`config.mk`:
```
export PLATFORM = sky130hd
export DESIGN_NAME = hid_keyboard_report_tracker
export DESIGN_NICKNAME = d
export VERILOG_FILES = /design/src/hkrt_pkg.sv /design/src/hid_keyboard_report_tracker.sv
export SDC_FILE = /design/constraint.sdc
export NUM_CORES = 1
export LEC_CHECK = 0
export BUFFER_PORTS_ARGS = -buffer_cell sky130_fd_sc_hd__buf_2
export CAP_MARGIN = 20
export CORE_ASPECT_RATIO = 1.1
export CORE_UTILIZATION = 60
export CTS_CLUSTER_SIZE = 30
export DETAILED_ROUTE_END_ITERATION = 10
export PLACE_DENSITY_LB_ADDON = 0.15
export REMOVE_ABC_BUFFERS = 1
export SYNTH_ARGS = -nofsm -noshare
export SYNTH_HDL_FRONTEND = slang
export SYNTH_SLANG_ARGS = --single-unit
```
`constraint.sdc`:
```
create_clock -name clk -period 6.2 [get_ports clk]
set_input_delay 1.24 -clock clk [delete_from_list [all_inputs] [get_ports clk]]
set_output_delay 1.24 -clock clk [all_outputs]
set_load 0.01 [all_outputs]
```
`src/hkrt_pkg.sv`:
```
`timescale 1ns / 1ps

package hkrt_pkg;

    localparam int KEY_SLOTS_DEF = 6;
    localparam int OUT_SLOTS     = 6;

    localparam logic [7:0] MOD_FIRST = 8'hE0;
    localparam logic [7:0] MOD_LAST  = 8'hE7;

    typedef logic [1:0] kind_t;

    localparam kind_t KIND_PRESS   = 2'd0;
    localparam kind_t KIND_RELEASE = 2'd1;
    localparam kind_t KIND_CLEAR   = 2'd2;
    localparam kind_t KIND_NONE    = 2'd3;

    typedef enum logic [3:0] {
        ST_IDLE  = 4'b0001,
        ST_SCAN  = 4'b0010,
        ST_SHIFT = 4'b0100,
        ST_EMIT  = 4'b1000
    } state_t;

endpackage

```
`src/hid_keyboard_report_tracker.sv`:
```
`timescale 1ns / 1ps

// Boot keyboard report tracker: keeps a modifier bitmap and KEY_SLOTS packed key slots and
// sends a full report (modifiers plus the first six slots) on every change the host should
// see. Modifier events and clears are resolved in the accept cycle; an accepted event that
// sends a report then loads the report register from ST_EMIT. Key presses and releases
// walk the slots with one shared compare unit, one slot per cycle: a press scans from
// slot 0 to the first empty or matching slot and writes the key into an empty one, a
// release scans for the key and then shifts the later keys down, clearing the last slot.
// Events that send nothing free the input after the last slot looked at. A finished report
// waits in the output register while the next event is taken; the block stalls in its
// report cycle only while an earlier report is still stalled.
module hid_keyboard_report_tracker #(
    parameter int KEY_SLOTS = hkrt_pkg::KEY_SLOTS_DEF
) (
    input  logic              clk,
    input  logic              rst_n,
    input  logic              event_valid,
    output logic              event_stall,
    input  hkrt_pkg::kind_t   kind,
    input  logic [7:0]        key_code,
    input  logic              link_ready,
    output logic              report_valid,
    input  logic              report_stall,
    output logic [7:0]        modifier_bits,
    output logic [7:0]        slot_0,
    output logic [7:0]        slot_1,
    output logic [7:0]        slot_2,
    output logic [7:0]        slot_3,
    output logic [7:0]        slot_4,
    output logic [7:0]        slot_5
);
    import hkrt_pkg::*;

    localparam int IDX_W = (KEY_SLOTS > 1) ? $clog2(KEY_SLOTS) : 1;
    localparam logic [IDX_W-1:0] LAST_IDX = IDX_W'(KEY_SLOTS - 1);

    state_t            state_reg, state_next;
    logic [IDX_W-1:0]  idx_reg, idx_next;
    kind_t             kind_reg, kind_next;
    logic [7:0]        code_reg, code_next;
    logic [7:0]        mods_reg, mods_next;
    logic [7:0]        slots_reg [KEY_SLOTS];
    logic [7:0]        slots_next [KEY_SLOTS];
    logic              rep_valid_reg, rep_valid_next;
    logic [7:0]        rep_mods_reg;
    logic [7:0]        rep_slots_reg [OUT_SLOTS];

    logic              ev_acc;
    logic              load_rep;
    logic              is_last;
    logic [IDX_W-1:0]  rd_addr;
    logic [7:0]        cur;
    logic              hit;
    logic              empty;
    logic              is_mod;
    logic [7:0]        mod_mask;
    logic [7:0]        mod_new;

    assign event_stall = (state_reg != ST_IDLE);
    assign ev_acc      = event_valid && !event_stall;

    // shared compare unit: one slot per cycle, the next slot while shifting
    assign is_last = (idx_reg == LAST_IDX);
    assign rd_addr = (state_reg == ST_SHIFT && !is_last) ? idx_reg + 1'b1 : idx_reg;
    assign cur     = slots_reg[rd_addr];
    assign hit     = (cur == code_reg);
    assign empty   = (cur == 8'd0);

    assign is_mod   = (key_code >= MOD_FIRST) && (key_code <= MOD_LAST);
    assign mod_mask = 8'd1 << key_code[2:0];
    assign mod_new  = (kind == KIND_PRESS) ? (mods_reg | mod_mask) : (mods_reg & ~mod_mask);

    always_comb
    begin
        state_next     = state_reg;
        idx_next       = idx_reg;
        kind_next      = kind_reg;
        code_next      = code_reg;
        mods_next      = mods_reg;
        slots_next     = slots_reg;
        rep_valid_next = rep_valid_reg;
        load_rep       = 1'b0;

        if (rep_valid_reg && !report_stall)
        begin
            rep_valid_next = 1'b0;
        end

        case (state_reg)
            ST_IDLE:
            begin
                if (ev_acc)
                begin
                    kind_next = kind;
                    code_next = key_code;
                    idx_next  = '0;
                    if (kind == KIND_CLEAR)
                    begin
                        for (int i = 0; i < KEY_SLOTS; i++)
                        begin
                            slots_next[i] = 8'd0;
                        end
                        if (link_ready)
                        begin
                            state_next = ST_EMIT;
                        end
                    end
                    else if (kind inside {KIND_PRESS, KIND_RELEASE} && link_ready)
                    begin
                        if (is_mod)
                        begin
                            mods_next = mod_new;
                            if (mod_new != mods_reg)
                            begin
                                state_next = ST_EMIT;
                            end
                        end
                        else
                        begin
                            state_next = ST_SCAN;
                        end
                    end
                end
            end

            ST_SCAN:
            begin
                if (kind_reg == KIND_PRESS)
                begin
                    if (empty)
                    begin
                        slots_next[idx_reg] = code_reg;
                        state_next          = ST_EMIT;
                    end
                    else if (hit || is_last)
                    begin
                        state_next = ST_IDLE;
                    end
                    else
                    begin
                        idx_next = idx_reg + 1'b1;
                    end
                end
                else
                begin
                    // a match is checked before an empty slot, so usage zero finds a hole
                    if (hit)
                    begin
                        state_next = ST_SHIFT;
                    end
                    else if (empty || is_last)
                    begin
                        state_next = ST_IDLE;
                    end
                    else
                    begin
                        idx_next = idx_reg + 1'b1;
                    end
                end
            end

            ST_SHIFT:
            begin
                if (is_last)
                begin
                    slots_next[idx_reg] = 8'd0;
                    state_next          = ST_EMIT;
                end
                else
                begin
                    slots_next[idx_reg] = cur;
                    idx_next            = idx_reg + 1'b1;
                end
            end

            ST_EMIT:
            begin
                if (!rep_valid_reg || !report_stall)
                begin
                    load_rep       = 1'b1;
                    rep_valid_next = 1'b1;
                    state_next     = ST_IDLE;
                end
            end

            default:
            begin
                state_next = ST_IDLE;
            end
        endcase
    end

    always_ff @(posedge clk or negedge rst_n)
    begin
        if (!rst_n)
        begin
            state_reg     <= ST_IDLE;
            idx_reg       <= '0;
            kind_reg      <= KIND_NONE;
            mods_reg      <= 8'd0;
            rep_valid_reg <= 1'b0;
            for (int i = 0; i < KEY_SLOTS; i++)
            begin
                slots_reg[i] <= 8'd0;
            end
        end
        else
        begin
            state_reg     <= state_next;
            idx_reg       <= idx_next;
            kind_reg      <= kind_next;
            mods_reg      <= mods_next;
            rep_valid_reg <= rep_valid_next;
            slots_reg     <= slots_next;
        end
    end

    always_ff @(posedge clk)
    begin
        code_reg <= code_next;
        if (load_rep)
        begin
            rep_mods_reg <= mods_reg;
        end
    end

    // slots past KEY_SLOTS read as empty in the report
    for (genvar j = 0; j < OUT_SLOTS; j++)
    begin : g_rep
        if (j < KEY_SLOTS)
        begin : g_held
            always_ff @(posedge clk)
            begin
                if (load_rep)
                begin
                    rep_slots_reg[j] <= slots_reg[j];
                end
            end
        end
        else
        begin : g_unused
            always_ff @(posedge clk)
            begin
                if (load_rep)
                begin
                    rep_slots_reg[j] <= 8'd0;
                end
            end
        end
    end

    assign report_valid  = rep_valid_reg;
    assign modifier_bits = rep_mods_reg;
    assign slot_0        = rep_slots_reg[0];
    assign slot_1        = rep_slots_reg[1];
    assign slot_2        = rep_slots_reg[2];
    assign slot_3        = rep_slots_reg[3];
    assign slot_4        = rep_slots_reg[4];
    assign slot_5        = rep_slots_reg[5];

endmodule

```
-- After elaboration in Yosys (flattened, before gate mapping)
Memories as Yosys holds them, arrays and structs flattened.
Cells that the tools add are included.
W data, S select, Z words.
- order comparisons: 5
- bitwise logic cells: 8
- $add $sub $neg: 1
- shift operators: 1
- equality and inequality tests: 26
- reduce and logical (&&, ||, !) cells: 23
- mux-type cells: 44
- operators by type and width (cell ; count):
    $mux W48 ; 5
    $pmux W48 S3 ; 1
    $bwmux W48 ; 2
    $mux W4 ; 13
    $and A48 B48 Y48 ; 1
    $not A48 Y48 ; 1
    $mux W8 ; 4
    $bmux W8 S3 ; 1
    $demux W8 S3 ; 1
    $mux W3 ; 8
    $ne A3 B3 Y1 const B ; 6
    $pmux W4 S4 ; 1
    $ne A2 B2 Y1 const B ; 7
    $ne A4 B4 Y1 const B ; 3
    $reduce_and A5 Y1 ; 2
    $pmux W3 S3 ; 1
    $and A8 B8 Y8 ; 1
    $eq A8 B8 Y1 ; 1
    $ge A4 B4 Y1 const B ; 2
    $ge A8 B8 Y1 const B ; 1
    $le A8 B8 Y1 const B ; 1
    $logic_not A8 Y1 ; 1
    $ne A8 B8 Y1 ; 1
    $not A3 Y4 ; 2
    other kinds (24) ; 41
- bits in writable memories: 48
- memories kept: 1
- flip-flop bits (word level): 82
- word-level logic and storage cells: 122
- input bits: 15
- memory list (name ; depth ; width ; rd ports ; clocked after memory_dff ; write ports ; RTL line ; RTL):
    rep_slots_reg ; 6 ; 8 ; 6 ; 0 ; 6 ; hid_keyboard_report_tracker.sv:47 ; logic [7:0] rep_slots_reg [OUT_SLOTS];

-- Depth between registers and ports, before layout
- word-level depth: 14
- depth in mapped cells: 15
- gate-level depth less buffers: 11

-- Worst setup path after synthesis
OpenSTA, ideal clock, no wires.
- path type: in2reg
- from: input port report_stall
- to: register rep_mods_reg[0], in the netlist modifier_bits[0], enable pin
- required time: 5.712 ns
- arrival: 3.914 ns
- slack: 1.798 ns
- setup time: 0.488 ns
- stages on the path: 1
- cells stage by stage: a21oi_1
- longest elaborated chain between the ends: 4
- RTL lines (element ; RTL line ; RTL):
    start, declared ; hid_keyboard_report_tracker.sv:24 ; input logic report_stall,
    $logic_not A1 Y1 ; hid_keyboard_report_tracker.sv:179 ; if (!rep_valid_reg || !report_stall)
    $logic_or A1 B1 Y1 ; hid_keyboard_report_tracker.sv:179 ;
    $mux W1 ; hid_keyboard_report_tracker.sv:179 ;
    $mux W1 ; hid_keyboard_report_tracker.sv:90 ; case (state_reg)
    end signal, assigned ; hid_keyboard_report_tracker.sv:224 ; rep_mods_reg <= mods_reg;
    end, declared ; hid_keyboard_report_tracker.sv:46 ; logic [7:0] rep_mods_reg;
No other way between the ends.
A chain may end at the register's enable or synchronous reset.

-- Worst setup path in the final report
- from: register idx_reg[1]
- to: register slots_reg[27] (netlist bit)
- longest elaborated chain between the ends: 11
- elaborated cells between the ends (all ways): 26
- those cells by class: add/sub (1); order compare (2); eq/ne (2); mux (12); bitwise (4); reduce/logical (5)
- RTL lines (element ; RTL line ; RTL):
    start, declared ; hid_keyboard_report_tracker.sv:39 ; logic [IDX_W-1:0] idx_reg, idx_next;
    start signal, assigned ; hid_keyboard_report_tracker.sv:211 ; idx_reg <= idx_next;
    branches (longest 11 deep; another with $add A3 B1 Y3) ; - ;
    end signal, assigned ; hid_keyboard_report_tracker.sv:215 ; slots_reg <= slots_next;
    end, declared ; hid_keyboard_report_tracker.sv:43 ; logic [7:0] slots_reg [KEY_SLOTS];
Parallel ways; which one is timed is not known. The select of a mux whose other input is x is not followed.

==> flow_metrics.tcl <==
set metrics [dict create \
    status "completed" \
    rr_endpoint "slots_reg[27]" \
    fin_crit_ps 4630 \
    drv_cap 0 \
    nNetsFinal 714 \
    drcViolationCount 0 \
    clk_pin_slew_ps 60 \
    timing.final.max_slew_violations 0 \
    ant_nets 0 \
    critPathKind "flop to flop" \
    crit_arrival_ps 4980 \
    cp_slowest_cell "dfrtp_1" \
    die-area_mm2 0.0119 \
    hold_start "mods_reg[3]" \
    cts_buffer_depth 2 \
    overflow 0 \
    port_buffers 72 \
    gp_congestion 0.933 \
    vias 5874 \
    seq_area_frac_synth 0.520 \
    nFillCells 827 \
    p_leak_uw 0.00318 \
    crit_path_end_kind "flop" \
    first_pass_iters 6 \
    start_util 0.622 \
    post_cts_buffers 0 \
    drtIter0Drc 771 \
    routed_wl_mm 19.6 \
    hpwl_mm 12.5 \
    routedWlPerCell_um 22.9 \
    finalCritPeriodShare 0.746 \
    ys_async_sr_fraction 0.508 \
    ff2ff_path_depth 12 \
    worst_ep_required_time_ps 6560 \
    cts_buffers 17 \
    finalSetupTns_ps 0 \
    n_antenna_cell 0 \
    worstMarginPinSlew_ps 1210 \
    row_count 40 \
    grt_usage 0.345 \
    vias_per_cell 6.86 \
    htreeDepth 4 \
    synth_warnings 0 \
    clkLatencyLatePin_ps 420 \
    maxSlewHeadroom 0.183 \
    hp-class "flop to flop" \
    synth-edff-count 64 \
    placed_area_mm2 0.00725 \
    hold_viol_final 0 \
    ios 73 \
    ir_worst_vdd_uv 349 \
    ctsResizeCount 0 \
    grt_antenna_before_repair 0 \
    critical_path.max_fanout 54 \
    root_buffer "clkbuf_16" \
    ys_seq_elements 130 \
    final_common_cell "nor2_1" \
    grt_max_degree 67 \
    synth_ff_type "edfxtp_1" \
    r2r-start "idx_reg[1]" \
    core-area_mm2 0.0111 \
    final_cell_mix "116 x nor2_1, 74 x buf_2, 64 x edfxtp_1, 62 x dfrtp_1, 55 x a21oi_1" \
    grt_pass1_wl_mm 30.5 \
    tritoncts "done" \
    grt_pass1_vias 5538 \
    setup.worst_path.start_class "flop" \
    worstPathCellList "inv_2 -> ha_1 -> mux4_2 -> o211ai_1 -> o21ai_0 -> or4_4 -> a2111oi_4 -> nand3_1 -> a21o_1 -> buf_4 -> nor2_2 -> o32a_1" \
    netlist_area_mm2 0.00688 \
    die_y_um 114 \
    p_per_area_mw_per_mm2 453 \
    min_path_cells 0 \
    drive_gt1_frac 0.220 \
    cts.sinks 130 \
    hold_end "modifier_bits[3]" \
    syn_inst 646 \
    skew_ps 6.36 \
    holdBufCountCts 0 \
    postLayoutCellArea_mm2 0.00790 \
    max_stage_delay_ps 690 \
    clock.fmax_ghz 0.216 \
    syn_avg_cell_area_um2 10.7 \
    rsz0062_at_grt "no" \
    area_growth_pct 14.7 \
    reg2reg_slack_ps 1570 \
    die_x_um 104 \
    setup_viol 0 \
    synth_cell_type_count 66 \
]
## critical path: cells and delay by family (launching register included)
family	cells	cell delay, ps
compound gates	5	1060
flops	1	690
buf+inv	2	500
mux	1	390
fa+ha+maj	1	630
simple gates	3	1240
## area by class of cell
cell class / count / area, µm² / area share
well taps: 147 / 184 / 0.0233
multi-input cells: 460 / 3060 / 0.388
flip-flops and latches: 130 / 3580 / 0.453
inverters: 4 / 15.0 / 0.00190
clock buffers: 19 / 443 / 0.0561
clock inverters: 12 / 158 / 0.0200
repair buffers: 84 / 453 / 0.0574
## through the flow
| stage | setup slack [ps] | util | hold WS [ps] | power, µW | cells |
|---|---|---|---|---|---|
| floorplan | 1430 | - | 446 | 2080 | 594 |
| global placement | 1970 | 0.656 | 465 | 2440 | 820 |
| detailed placement | 1720 | 0.656 | 471 | 2480 | 820 |
| CTS | 1660 | 0.710 | 484 | 3510 | 851 |
| global route | 1320 | 0.714 | 506 | 3710 | 856 |
| finish | 1570 | 0.714 | 480 | 3580 | 856 |
## power breakdown
part,switching [µW],total (µW),internal [µW]
clock,387,1030,642
combinational,769,1260,487
sequential,219,1290,1070
## synthesized netlist by cell type, types with 4 or more instances
master,number,area share
mux4_2,16,0.052
o2bb2ai_1,4,0.0051
buf_6,4,0.0065
nor2_2,4,0.0036
a2bb2oi_1,5,0.0064
nand2b_1,20,0.018
clkbuf_2,4,0.0029
buf_1,4,0.0022
edfxtp_1,64,0.28
nand3b_1,6,0.0065
xor2_1,4,0.0051
nor3_1,5,0.0036
a211oi_1,9,0.0098
nor4_1,4,0.0036
o211ai_1,12,0.013
clkbuf_1,30,0.016
o21ai_0,21,0.015
a22oi_1,8,0.0087
a21oi_1,56,0.041
buf_2,9,0.0065
nand3_1,7,0.0051
nor3b_1,5,0.0055
nand2_1,48,0.026
dfrtp_1,63,0.23
o32a_1,47,0.068
mux2_2,4,0.0065
o21ai_1,5,0.0036
xnor2_1,7,0.0089
nor2_1,116,0.063
## layer usage
metal / GRT usage / part of all wire
met1: 0.440 / 0.38
met2: 0.560 / 0.48
met3: 0.0865 / 0.10
met4: 0.165 / 0.044
met5: 0 / 0
## worst max path at each step
stage / start / to / slack, ps / cells after the start
2_1_floorplan: idx_reg[0] / slots_reg[1] / 1430 / 10
3_3_place_gp: idx_reg[1] / slots_reg[18] / 1970 / 12
3_5_place_dp: idx_reg[1] / slots_reg[19] / 1720 / 12
4_1_cts: idx_reg[1] / slots_reg[19] / 1660 / 12
5_1_grt: idx_reg[1] / slots_reg[21] / 1320 / 12
6_report: idx_reg[1] / slots_reg[27] / 1570 / 12
## cells by family after synthesis
| family | Yosys count | synth area share |
|---|---|---|
| AO/OA/AOI/OAI | 185 | 0.196 |
| flip-flops | 130 | 0.520 |
| adder cells (fa/ha/maj) | 2 | 0.00364 |
| multiplexers | 24 | 0.0649 |
| buffers and inverters | 56 | 0.0378 |
| XOR/XNOR | 11 | 0.0140 |
| AND/OR/NAND/NOR | 238 | 0.164 |
Power figures use the tool's default switching activity.
